File: config.mk
export PLATFORM = sky130hd
export DESIGN_NAME = idle_flow_leak_detector
export DESIGN_NICKNAME = d
export VERILOG_FILES = /design/src/ifld_pkg.sv /design/src/idle_flow_leak_detector.sv /design/src/ifld_cfg.sv /design/src/ifld_road.sv
export VERILOG_INCLUDE_DIRS = /design/src /design/src/src
export SDC_FILE = /design/constraint.sdc
export NUM_CORES = 1
export LEC_CHECK = 0
export BUFFER_PORTS_ARGS = -buffer_cell sky130_fd_sc_hd__clkbuf_2
export CAP_MARGIN = 40
export CORE_UTILIZATION = 45
export CTS_CLUSTER_DIAMETER = 150
export DETAILED_ROUTE_END_ITERATION = 12
export GPL_TIMING_DRIVEN = 0
export SETUP_SLACK_MARGIN = 0.1
export SLEW_MARGIN = 20
export SYNTH_ARGS = -nofsm -noshare
export SYNTH_HDL_FRONTEND = slang
export SYNTH_SLANG_ARGS = --single-unit
File: constraint.sdc
create_clock -name clk -period 6.7 [get_ports clk]
set_input_delay 1.005 -clock clk [delete_from_list [all_inputs] [get_ports clk]]
set_output_delay 1.005 -clock clk [all_outputs]
set_load 0.05 [all_outputs]
File: src/idle_flow_leak_detector_macros.svh
// assertion macros for the idle flow leak detector
// used by the top level only, no other dependencies
`ifndef IDLE_FLOW_LEAK_DETECTOR_MACROS_SVH
`define IDLE_FLOW_LEAK_DETECTOR_MACROS_SVH

// same-cycle implication, checked outside reset
`define IFLD_ASSERT_IMP(label, clk, rst_n, ante, cons, msg) \
    label: assert property (@(posedge clk) disable iff (!rst_n) (ante) |-> (cons)) \
        else $error(msg);

// next-cycle implication, checked outside reset
`define IFLD_ASSERT_NXT(label, clk, rst_n, ante, cons, msg) \
    label: assert property (@(posedge clk) disable iff (!rst_n) (ante) |=> (cons)) \
        else $error(msg);

`endif

File: src/ifld_pkg.sv
// shared types and constants for the idle flow leak detector
// no dependencies
package ifld_pkg;

    localparam int MAX_ROADS     = 2;
    localparam int NUM_ROADS_DEF = 2;
    localparam int WIN_W         = 26;  // 65535 s * 1000 fits in 26 bits
    localparam int CFG_IDX_W     = 2;
    localparam int CFG_DATA_W    = 16;

    localparam logic [31:0]      SETTLE_MS   = 32'd3000;
    localparam logic [WIN_W-1:0] MS_PER_SEC  = WIN_W'(1000);
    localparam logic [WIN_W-1:0] WIN_MS_RST  = WIN_W'(60000);
    localparam logic [15:0]      THRESH_RST  = 16'd10;
    localparam logic [1:0]       ENABLE_RST  = 2'b11;

    localparam logic MODE_TICK  = 1'b0;
    localparam logic MODE_CLEAR = 1'b1;

    typedef enum logic [CFG_IDX_W-1:0] {
        REG_WINDOW_SEC      = 2'd0,
        REG_PULSE_THRESHOLD = 2'd1,
        REG_ROAD_ENABLE     = 2'd2
    } cfg_reg_t;

    typedef struct packed {
        logic [WIN_W-1:0] win_ms;
        logic [15:0]      threshold;
        logic [1:0]       enable;
    } cfg_t;

    typedef struct packed {
        logic step;     // item leaves the input register this cycle
        logic clear;
        logic settled;  // monitoring allowed and past settle time
        logic enable;
    } road_ctl_t;

    typedef struct packed {
        logic        alert;  // sticky alert after this item
        logic        first;
        logic        hit;
        logic [31:0] delta;
    } road_res_t;

endpackage

File: src/idle_flow_leak_detector.sv
// idle leak detector for two flow-metered water roads, top level
// depends on ifld_pkg, ifld_cfg, ifld_road and idle_flow_leak_detector_macros.svh
//
// channel  direction  handshake            payload
// in       input      in_valid / in_stall  mode, now_ms, monitor_ok, pulses_road_*
// out      output     out_valid / out_stall alert_mask .. cleared, one word per input
// cfg      input      cfg_valid / cfg_ready cfg_index, cfg_data
//
// one word accepted every cycle while in_stall is low; a result goes through the
// input register, then the result register fed by the lane logic
// reset loads the register defaults and clears alerts, windows and settle state
// a stalled result holds the input register; in_stall rises only when both are full
// cfg_ready is always high, writes land in the next cycle
module idle_flow_leak_detector
    import ifld_pkg::*;
#(
    parameter int NUM_ROADS = NUM_ROADS_DEF
)
(
    input  logic                  clk,
    input  logic                  rst_n,

    input  logic                  in_valid,
    output logic                  in_stall,
    input  logic                  mode,
    input  logic [31:0]           now_ms,
    input  logic                  monitor_ok,
    input  logic [31:0]           pulses_road_one,
    input  logic [31:0]           pulses_road_two,

    output logic                  out_valid,
    input  logic                  out_stall,
    output logic [1:0]            alert_mask,
    output logic                  any_alert,
    output logic                  shutoff_request,
    output logic [1:0]            first_alert_mask,
    output logic [31:0]           leak_delta_one,
    output logic [31:0]           leak_delta_two,
    output logic                  cleared,

    input  logic                  cfg_valid,
    output logic                  cfg_ready,
    input  logic [CFG_IDX_W-1:0]  cfg_index,
    input  logic [CFG_DATA_W-1:0] cfg_data
);

`include "idle_flow_leak_detector_macros.svh"

    cfg_t cfg;

    // input register
    logic        s1_valid_reg, s1_valid_next;
    logic        s1_mode_reg;
    logic [31:0] s1_now_reg;
    logic        s1_ok_reg;
    logic [31:0] s1_p1_reg;
    logic [31:0] s1_p2_reg;

    // settle tracking
    logic        allowed_before_reg, allowed_before_next;
    logic [31:0] allowed_since_reg, allowed_since_next;
    logic        settled;

    // result register
    logic        out_valid_reg, out_valid_next;
    logic [1:0]  alert_reg;
    logic        any_reg;
    logic        shutoff_reg;
    logic [1:0]  first_reg;
    logic [31:0] delta_one_reg;
    logic [31:0] delta_two_reg;
    logic        cleared_reg;

    logic        accept;
    logic        adv;
    logic        is_clear;

    logic [31:0] counts [MAX_ROADS];
    road_res_t   res    [MAX_ROADS];
    road_ctl_t   ctl    [MAX_ROADS];

    ifld_cfg u_cfg
    (
        .clk       (clk),
        .rst_n     (rst_n),
        .cfg_valid (cfg_valid),
        .cfg_ready (cfg_ready),
        .cfg_index (cfg_index),
        .cfg_data  (cfg_data),
        .cfg       (cfg)
    );

    // handshake: input register moves on whenever the result slot is free
    assign adv      = s1_valid_reg && !(out_valid_reg && out_stall);
    assign in_stall = s1_valid_reg && !adv;
    assign accept   = in_valid && !in_stall;
    assign is_clear = (s1_mode_reg == MODE_CLEAR);

    always_comb
    begin
        s1_valid_next = s1_valid_reg;
        if (accept)
            s1_valid_next = 1'b1;
        else if (adv)
            s1_valid_next = 1'b0;

        out_valid_next = out_valid_reg;
        if (adv)
            out_valid_next = 1'b1;
        else if (!out_stall)
            out_valid_next = 1'b0;
    end

    // settled only when allowed on the previous tick too and 3 s have passed;
    // a fresh allow restarts the settle timer at this tick
    assign settled = s1_ok_reg && allowed_before_reg &&
                     ((s1_now_reg - allowed_since_reg) >= SETTLE_MS);

    always_comb
    begin
        allowed_before_next = allowed_before_reg;
        allowed_since_next  = allowed_since_reg;
        if (!is_clear && (s1_ok_reg != allowed_before_reg))
        begin
            allowed_before_next = s1_ok_reg;
            allowed_since_next  = s1_ok_reg ? s1_now_reg : 32'd0;
        end
    end

    assign counts[0] = s1_p1_reg;
    assign counts[1] = s1_p2_reg;

    // road lanes side by side; lanes past NUM_ROADS are never monitored
    for (genvar r = 0; r < MAX_ROADS; r++)
    begin : g_road
        if (r < NUM_ROADS)
        begin : g_on
            always_comb
            begin
                ctl[r].step    = adv;
                ctl[r].clear   = is_clear;
                ctl[r].settled = settled;
                ctl[r].enable  = cfg.enable[r];
            end

            ifld_road u_road
            (
                .clk       (clk),
                .rst_n     (rst_n),
                .ctl       (ctl[r]),
                .now_ms    (s1_now_reg),
                .count     (counts[r]),
                .win_ms    (cfg.win_ms),
                .threshold (cfg.threshold),
                .res       (res[r])
            );
        end
        else
        begin : g_off
            assign ctl[r] = '0;
            assign res[r] = '0;
        end
    end

    always_ff @(posedge clk or negedge rst_n)
    begin
        if (!rst_n)
        begin
            s1_valid_reg       <= 1'b0;
            out_valid_reg      <= 1'b0;
            allowed_before_reg <= 1'b0;
            allowed_since_reg  <= '0;
        end
        else
        begin
            s1_valid_reg  <= s1_valid_next;
            out_valid_reg <= out_valid_next;
            if (adv)
            begin
                allowed_before_reg <= allowed_before_next;
                allowed_since_reg  <= allowed_since_next;
            end
        end
    end

    // payload registers, no reset
    always_ff @(posedge clk)
    begin
        if (accept)
        begin
            s1_mode_reg <= mode;
            s1_now_reg  <= now_ms;
            s1_ok_reg   <= monitor_ok;
            s1_p1_reg   <= pulses_road_one;
            s1_p2_reg   <= pulses_road_two;
        end
        if (adv)
        begin
            alert_reg     <= {res[1].alert, res[0].alert};
            any_reg       <= res[1].alert || res[0].alert;
            shutoff_reg   <= res[1].hit || res[0].hit;
            first_reg     <= {res[1].first, res[0].first};
            delta_one_reg <= res[0].delta;
            delta_two_reg <= res[1].delta;
            cleared_reg   <= is_clear;
        end
    end

    assign out_valid        = out_valid_reg;
    assign alert_mask       = alert_reg;
    assign any_alert        = any_reg;
    assign shutoff_request  = shutoff_reg;
    assign first_alert_mask = first_reg;
    assign leak_delta_one   = delta_one_reg;
    assign leak_delta_two   = delta_two_reg;
    assign cleared          = cleared_reg;

    // checks
    `IFLD_ASSERT_IMP(a_first_in_alert, clk, rst_n, out_valid_reg, (first_reg & ~alert_reg) == 2'b00, "first alert bit without sticky alert")
    `IFLD_ASSERT_IMP(a_first_shutoff, clk, rst_n, out_valid_reg && (first_reg != 2'b00), shutoff_reg, "first alert without shutoff request")
    `IFLD_ASSERT_IMP(a_shutoff_alert, clk, rst_n, out_valid_reg && shutoff_reg, any_reg, "shutoff request with no alert")
    `IFLD_ASSERT_IMP(a_clear_quiet, clk, rst_n, out_valid_reg && cleared_reg, (alert_reg == 2'b00) && !shutoff_reg, "clear left an alert or shutoff")
    `IFLD_ASSERT_NXT(a_adv_result, clk, rst_n, adv, out_valid_reg, "advanced word produced no result")

endmodule

File: src/ifld_cfg.sv
// configuration registers, window length kept in milliseconds
// depends on ifld_pkg
module ifld_cfg
    import ifld_pkg::*;
(
    input  logic                  clk,
    input  logic                  rst_n,
    input  logic                  cfg_valid,
    output logic                  cfg_ready,
    input  logic [CFG_IDX_W-1:0]  cfg_index,
    input  logic [CFG_DATA_W-1:0] cfg_data,
    output cfg_t                  cfg
);

    cfg_t cfg_reg;
    cfg_t cfg_next;

    assign cfg_ready = 1'b1;
    assign cfg       = cfg_reg;

    always_comb
    begin
        cfg_next = cfg_reg;
        if (cfg_valid)
        begin
            case (cfg_reg_t'(cfg_index))
                REG_WINDOW_SEC:
                    cfg_next.win_ms = WIN_W'(cfg_data) * MS_PER_SEC;
                REG_PULSE_THRESHOLD:
                    cfg_next.threshold = cfg_data;
                REG_ROAD_ENABLE:
                    cfg_next.enable = cfg_data[1:0];
                default:
                    cfg_next = cfg_reg;
            endcase
        end
    end

    always_ff @(posedge clk or negedge rst_n)
    begin
        if (!rst_n)
        begin
            cfg_reg.win_ms    <= WIN_MS_RST;
            cfg_reg.threshold <= THRESH_RST;
            cfg_reg.enable    <= ENABLE_RST;
        end
        else
        begin
            cfg_reg <= cfg_next;
        end
    end

endmodule

File: src/ifld_road.sv
// one road lane: window start state, sticky alert and threshold check
// depends on ifld_pkg
module ifld_road
    import ifld_pkg::*;
(
    input  logic             clk,
    input  logic             rst_n,
    input  road_ctl_t        ctl,
    input  logic [31:0]      now_ms,
    input  logic [31:0]      count,
    input  logic [WIN_W-1:0] win_ms,
    input  logic [15:0]      threshold,
    output road_res_t        res
);

    logic [31:0] start_time_reg, start_time_next;
    logic [31:0] start_count_reg, start_count_next;
    logic        alert_reg, alert_next;
    logic [31:0] elapsed;
    logic [31:0] delta;
    logic        closed;

    assign elapsed = now_ms - start_time_reg;
    assign delta   = count - start_count_reg;
    assign closed  = elapsed >= {{(32 - WIN_W){1'b0}}, win_ms};

    always_comb
    begin
        start_time_next  = start_time_reg;
        start_count_next = start_count_reg;
        alert_next       = alert_reg;
        res              = '0;
        if (ctl.clear)
        begin
            alert_next       = 1'b0;
            start_time_next  = now_ms;
            start_count_next = count;
        end
        else if (!ctl.settled || !ctl.enable)
        begin
            start_time_next  = now_ms;
            start_count_next = count;
        end
        else if (closed)
        begin
            res.delta        = delta;
            res.hit          = delta >= {16'd0, threshold};
            res.first        = res.hit && !alert_reg;
            alert_next       = alert_reg || res.hit;
            start_time_next  = now_ms;
            start_count_next = count;
        end
        res.alert = alert_next;
    end

    always_ff @(posedge clk or negedge rst_n)
    begin
        if (!rst_n)
        begin
            start_time_reg  <= '0;
            start_count_reg <= '0;
            alert_reg       <= 1'b0;
        end
        else if (ctl.step)
        begin
            start_time_reg  <= start_time_next;
            start_count_reg <= start_count_next;
            alert_reg       <= alert_next;
        end
    end

endmodule
After elaboration in Yosys (flattened, before gate mapping)
Cells that the tools add are included.

Bits in registers: 375. Bits in latches: 0. Bits in writable memories: 0. Bits in read-only memories: 0. Input port bits: 121. Output and inout bits: 74. Logic and storage cells: 108. Memories kept: 0.

Add/subtract/negate cells: 5. Multipliers: 1. Div/mod/pow operators: 0. $lt $le $gt $ge: 5. Equal/unequal tests: 4. Shifts and indexed selects: 0. Mux-type cells: 29. Bitwise gates (word level): 2. Reductions and logical operators: 36.

Operator list (number): 32-bit two-way mux (13); 33-bit two-way mux (6); 32-bit subtractor (5); 32-bit by 16-bit greater-or-equal comparator with 1-bit output (2); 32-bit by 26-bit greater-or-equal comparator with 1-bit output (2); 32-bit by 12-bit greater-or-equal comparator with 1-bit output (second input constant) (1); 16-bit by 7-bit multiplier with 23-bit output (second input constant) (1); 2-bit AND reduction (6); 1-bit two-way mux (10); 1-bit logical AND (9); 1-bit logical NOT (9); 1-bit logical OR (6); 3-bit nonzero test (2); 3-bit OR reduction (2); 2-bit by 1-bit == test with 1-bit output (second input constant) (1); 2-bit == test (second input constant) (1); 2-bit logical NOT (1); 2-bit by 1-bit != test with 1-bit output (second input constant) (1); 1-bit inverter (2); 2-bit nonzero test (1); 1-bit != test (1).

Logic depth before layout (Yosys ltp)
Word-level depth: 8. Depth in mapped cells: 29. Mapped depth without buffers: 27.

By module
From an unflattened synthesis, not the netlist that was laid out.

Cell total of the unflattened synthesis: 2986. Area total of the unflattened synthesis: 28866.4 sq um.

Modules (own cells, without submodules): idle_flow_leak_detector (times used 1, cells an instance 678, area an instance 8787.2 sq um, sequential area each 5950.7 sq um); ifld_road at g_road[1].g_on.u_road (times used 1, cells an instance 934, area an instance 8079.0 sq um, sequential area each 1626.6 sq um); ifld_road at g_road[0].g_on.u_road (times used 1, cells an instance 931, area an instance 7684.9 sq um, sequential area each 1626.6 sq um); ifld_cfg (times used 1, cells an instance 443, area an instance 4315.4 sq um, sequential area each 1039.7 sq um).

Worst setup path after synthesis
No wires, ideal clock.

Path type: register -> register. Start: register s1_now_reg[1]. End: register g_road[0].g_on.u_road.start_count_reg[22]. Setup time: 0.125 ns. Arrival: 5.202 ns. Required time: 6.575 ns. Path slack: 1.373 ns. Cell stages (with the launch flop): 26. Buffers on the path: 1. Period minus slack after synthesis: 5.327 ns. Path through: edfxtp_1 ha_1 nor2b_1 o31a_1 o31a_1 o21ai_1 o31ai_2 o21ai_0 nand2b_1 and2_1 o21a_1 nor2_1 xnor2_1 ha_1 a21o_1 a21o_1 a21oi_1 o21ai_0 a21o_1 a21oi_1 o21ai_0 or4_1 or4_4 o21ai_4 buf_6 mux2_2.

Cells in the longest elaborated chain, start to end: 7. Elaborated cells between the ends (all ways): 11. Classes of those cells: add/sub (2); order compare (2); mux (2); reduce/logical (5).

Ends and longest elaborated chain: from (decl) (line idle_flow_leak_detector.sv:54) `logic [31:0] s1_now_reg;`; from (signal assigned) (line idle_flow_leak_detector.sv:192) `s1_now_reg <= now_ms;`; 32-bit subtractor (line idle_flow_leak_detector.sv:117) `((s1_now_reg - allowed_since_reg) >= SETTLE_MS);`; 32-bit by 12-bit greater-or-equal comparator with 1-bit output (line idle_flow_leak_detector.sv:117); 1-bit logical AND (line idle_flow_leak_detector.sv:116) `assign settled = s1_ok_reg && allowed_before_reg &&`; 1-bit logical NOT (line ifld_road.sv:39) `else if (!ctl.settled || !ctl.enable)`; 1-bit logical OR (line ifld_road.sv:39); 3-bit nonzero test (no line) or 32-bit two-way mux (tied branches); 2-bit AND reduction (no line) or 32-bit two-way mux (tied branches); to (signal assigned) (line ifld_road.sv:67) `start_count_reg <= start_count_next;`; to (decl) (line ifld_road.sv:17) `logic [31:0] start_count_reg, start_count_next;`.

Several ways; a longest one is shown, not always the timed one. A chain may end at the register's enable or synchronous reset.

Worst setup path after layout
Start: register s1_now_reg[5]. End: register g_road[1].g_on.u_road.start_count_reg[25].

Cells in the longest elaborated chain, start to end: 7. Elaborated cells between the ends (all ways): 11. Classes of those cells: add/sub (2); order compare (2); mux (2); reduce/logical (5).

Ends and longest elaborated chain (line): 32-bit subtractor (idle_flow_leak_detector.sv:117); 32-bit by 12-bit greater-or-equal comparator with 1-bit output (idle_flow_leak_detector.sv:117); 1-bit logical AND (idle_flow_leak_detector.sv:116); 1-bit logical NOT (ifld_road.sv:39); 1-bit logical OR (ifld_road.sv:39); 3-bit nonzero test (no line) or 32-bit two-way mux (tied branches); 2-bit AND reduction (no line) or 32-bit two-way mux (tied branches); to (signal assigned) (ifld_road.sv:67); to (decl) (ifld_road.sv:17).

Several ways; a longest one is shown, not always the timed one.

==> flow_summary.json <==
{
  "yosys.area.top_type": "edfxtp_1",
  "p_per_area_mw_per_mm2": 368,
  "clkPwrFrac": 0.236,
  "hold_class": "in2async",
  "maxSlewHeadroom": 0.426,
  "antenna_found_initial": 0,
  "arrival_ns": 6.67,
  "syn_inst": 2635,
  "setup_violations": 0,
  "startpoint": "s1_now_reg[5]",
  "cts_tree": "yes",
  "final-instance-count-excl-fill": 3692,
  "syn_nets": 3102,
  "synth.area.top_cells": "edfxtp_1 19%, dfrtp_1 19%, ha_1 14%",
  "dpl-instance-area_sq_mm": 0.0282,
  "htreeDepth": 2,
  "cts-root-buf": "clkbuf_16",
  "start_kind": "flop",
  "clkSinkCount": 375,
  "grt_usage": 0.232,
  "syn_to_final_growth_pct": 14.3,
  "core_area_sq_mm": 0.0576,
  "avgRoutedWirePerCell_microns": 18.5,
  "grt_max_degree": 72,
  "cts_buffer_depth": 3,
  "clk_latency_ns": 0.59,
  "p_int_w": 0.00655,
  "drc_errors": 2,
  "synth_seq_area_share": 0.392,
  "p_leak_nw": 13.5,
  "skew_ns": 0.0164,
  "power_frac_seq": 0.277,
  "ir_drop_mv": 0.235,
  "cts-buffers-inserted": 45,
  "die_w_microns": 243,
  "rrSetupSlack_ns": 0.47,
  "critical_path_class": "reg2reg",
  "grt_pass1_vias": 20000,
  "sw_frac_of_total": 0.404,
  "vias": 20300,
  "tns_ns": 0,
  "finalHoldViolCount": 0,
  "port_buffers": 193,
  "num_rows": 88,
  "fin_area_sq_mm": 0.0299,
  "status": "finished with violations",
  "grt_overflow_total": 0,
  "die-area_sq_mm": 0.0591,
  "rsz0062_at_grt": "false",
  "start_util": 0.454,
  "dp_hpwl_microns": 54200,
  "fp.dieH_microns": 243,
  "drive_gt1_frac": 0.144,
  "fmax_ghz": 0.161,
  "grt_pass1_wl_microns": 108000,
  "clk_pin_slew_ns": 0.06,
  "routed_via_density": 5.49,
  "ctsHoldBuffers": 0,
  "drtAntennaViolNets": 0,
  "ys_ff_latch": 375,
  "yosys.area.top_type_share": 0.194,
  "synth_ff_type": "dfrtp_1",
  "totalPowerFinal_w": 0.0110,
  "final_common_cell": "ha_1",
  "min_period_ns": 6.23,
  "cap_violations": 0,
  "finalMaxSlewViolations": 0,
  "synth_async_sr_flop_share": 0.549,
  "final_cell_mix": "287 x ha_1, 270 x inv_1, 213 x o21ai_0, 195 x dfrtp_1, 193 x clkbuf_2",
  "wl_microns": 68300,
  "syn_area_sq_mm": 0.0262,
  "worstMarginPinSlew_ns": 0.850,
  "drt_pass1_iterations": 12,
  "period_share": 0.930,
  "synth-warning-count": 0,
  "diodes": 0,
  "place_inst": 3601,
  "end_kind": "flop",
  "drt-initial-drc-count": 1467,
  "combPwrFrac": 0.487,
  "crit_fanout": 10,
  "pin_count": 195,
  "synth_edf_count": 169,
  "synthesis.area_per_instance_sq_um": 9.93,
  "layout.nets": 3357,
  "synthDistinctLibCells": 79,
  "final_util": 0.519,
  "p_sw_w": 0.00444,
  "required_ns": 7.14,
  "place_congestion": 0.885,
  "timing.rr.start": "s1_now_reg[5]",
  "violations": "design-rule violations"
}
==> metal layers <==
layer | part of all wire | track usage | routed length [microns]
met3 | 0.041 | 0.0233 | 2770
met4 | 0.021 | 0.0622 | 1460
met5 | 0 | 0 | 0
met2 | 0.46 | 0.374 | 31200
met1 | 0.48 | 0.331 | 32900
==> logic make-up (layout without fill, tap and decap cells) <==
logic type,after synthesis,after routing,share of synthesized area
AOI/OAI and AO/OA,697,697,0.168
xor gates and xnor gates,128,128,0.0429
adders and majority gates,346,346,0.182
buffers and inverters,348,640,0.0518
DFF,375,375,0.392
muxes,96,96,0.0409
other,1,1,0.000143
and+or+nand+nor,644,644,0.122
==> metrics by stage <==
step	worst slack (ns)	hold slack, ns
2_1_floorplan	1.37	0.445
3_3_place_gp	-0.271	0.463
3_5_place_dp	-0.268	0.470
4_1_cts	0.164	0.408
5_1_grt	0.140	0.441
6_report	0.470	0.401
==> critical path, stage by stage (launching register included) <==
cell and delay (ns):
edfxtp_1 0.53, ha_1 0.42, a21o_1 0.21, nor3_1 0.23, a211o_1 0.17, o211ai_1 0.13
or2_2 0.34, a21o_1 0.20, a21o_1 0.21, a21o_1 0.18, a21oi_1 0.17, xnor2_1 0.09
ha_1 0.18, a21o_1 0.16, a21o_1 0.17, a211oi_1 0.25, o21ai_0 0.12, a21oi_1 0.18
o22ai_1 0.10, a2111oi_1 0.26, o311ai_0 0.23, a211oi_1 0.22, nand4_1 0.18, o41a_4 0.47
buf_6 0.18, clkbuf_2 0.26, nand2_1 0.14, o21ai_0 0.09
==> final timing paths <==
kind	endpoint	cells after the start
worst min register to register	u_cfg.cfg[27]	2
worst min-delay path	allowed_since_reg[5]	1
worst max-delay path	g_road[1].g_on.u_road.start_count_reg[25]	27
max in group asynchronous	u_cfg.cfg[3]	3
worst max register to register	g_road[1].g_on.u_road.start_count_reg[25]	27
min in group clk	u_cfg.cfg[27]	2
==> area by class of cell <==
| type | count | area, sq um |
|---|---|---|
| well taps | 765 | 957 |
| flip-flops and latches | 375 | 10200 |
| repair buffers | 209 | 1190 |
| clock buffers | 56 | 1230 |
| plain buffers | 75 | 333 |
| clock inverters | 28 | 357 |
| fillers | 5205 | 27700 |
| multi-input cells | 1912 | 14600 |
| inverters | 272 | 1020 |
==> timing repair <==
item | CTS | global route
pin swaps | 0 | 2
buffers inserted | 0 | 8
gates resized for setup | 2 | 3
setup endpoints to repair | 62 | 136
==> synth_stat cells, types with 6 or more instances <==
| cell | count |
|---|---|
| mux2_2 | 80 |
| nor2b_1 | 22 |
| nand2_1 | 182 |
| inv_1 | 272 |
| edfxtp_1 | 169 |
| and3_1 | 41 |
| dfrtp_1 | 195 |
| nor4_1 | 12 |
| nor2_1 | 120 |
| a21o_1 | 70 |
| ha_1 | 287 |
| o22ai_1 | 15 |
| o31a_1 | 11 |
| fa_1 | 59 |
| o211ai_1 | 18 |
| a211o_1 | 8 |
| o21bai_1 | 18 |
| a21boi_0 | 10 |
| and4_1 | 9 |
| nand2b_1 | 27 |
| buf_6 | 6 |
| and2_1 | 36 |
| a21oi_1 | 164 |
| dfstp_2 | 11 |
| mux2i_1 | 9 |
| a211oi_1 | 32 |
| nand4_1 | 27 |
| or2_2 | 16 |
| nor3_1 | 45 |
| nand3b_1 | 8 |
| o21ai_0 | 213 |
| mux2_1 | 7 |
| a41oi_1 | 6 |
| a31oi_1 | 20 |
| o2111ai_1 | 6 |
| nand3_1 | 69 |
| o21a_1 | 31 |
| xnor2_1 | 73 |
| a2111oi_0 | 7 |
| clkbuf_1 | 67 |
| or3_1 | 13 |
| xor2_1 | 55 |
| o31ai_1 | 14 |
==> power groups by stage <==
stage / Clock, W / Sequential [W] / Combinational (W)
floorplan: 0 / 0.00315 / 0.00388
global placement: 0 / 0.00309 / 0.00518
detailed placement: 0 / 0.00309 / 0.00528
CTS: 0.00266 / 0.00305 / 0.00533
global route: 0.00275 / 0.00309 / 0.00604
finish: 0.00259 / 0.00304 / 0.00536
(Power assumes the default switching activity.)
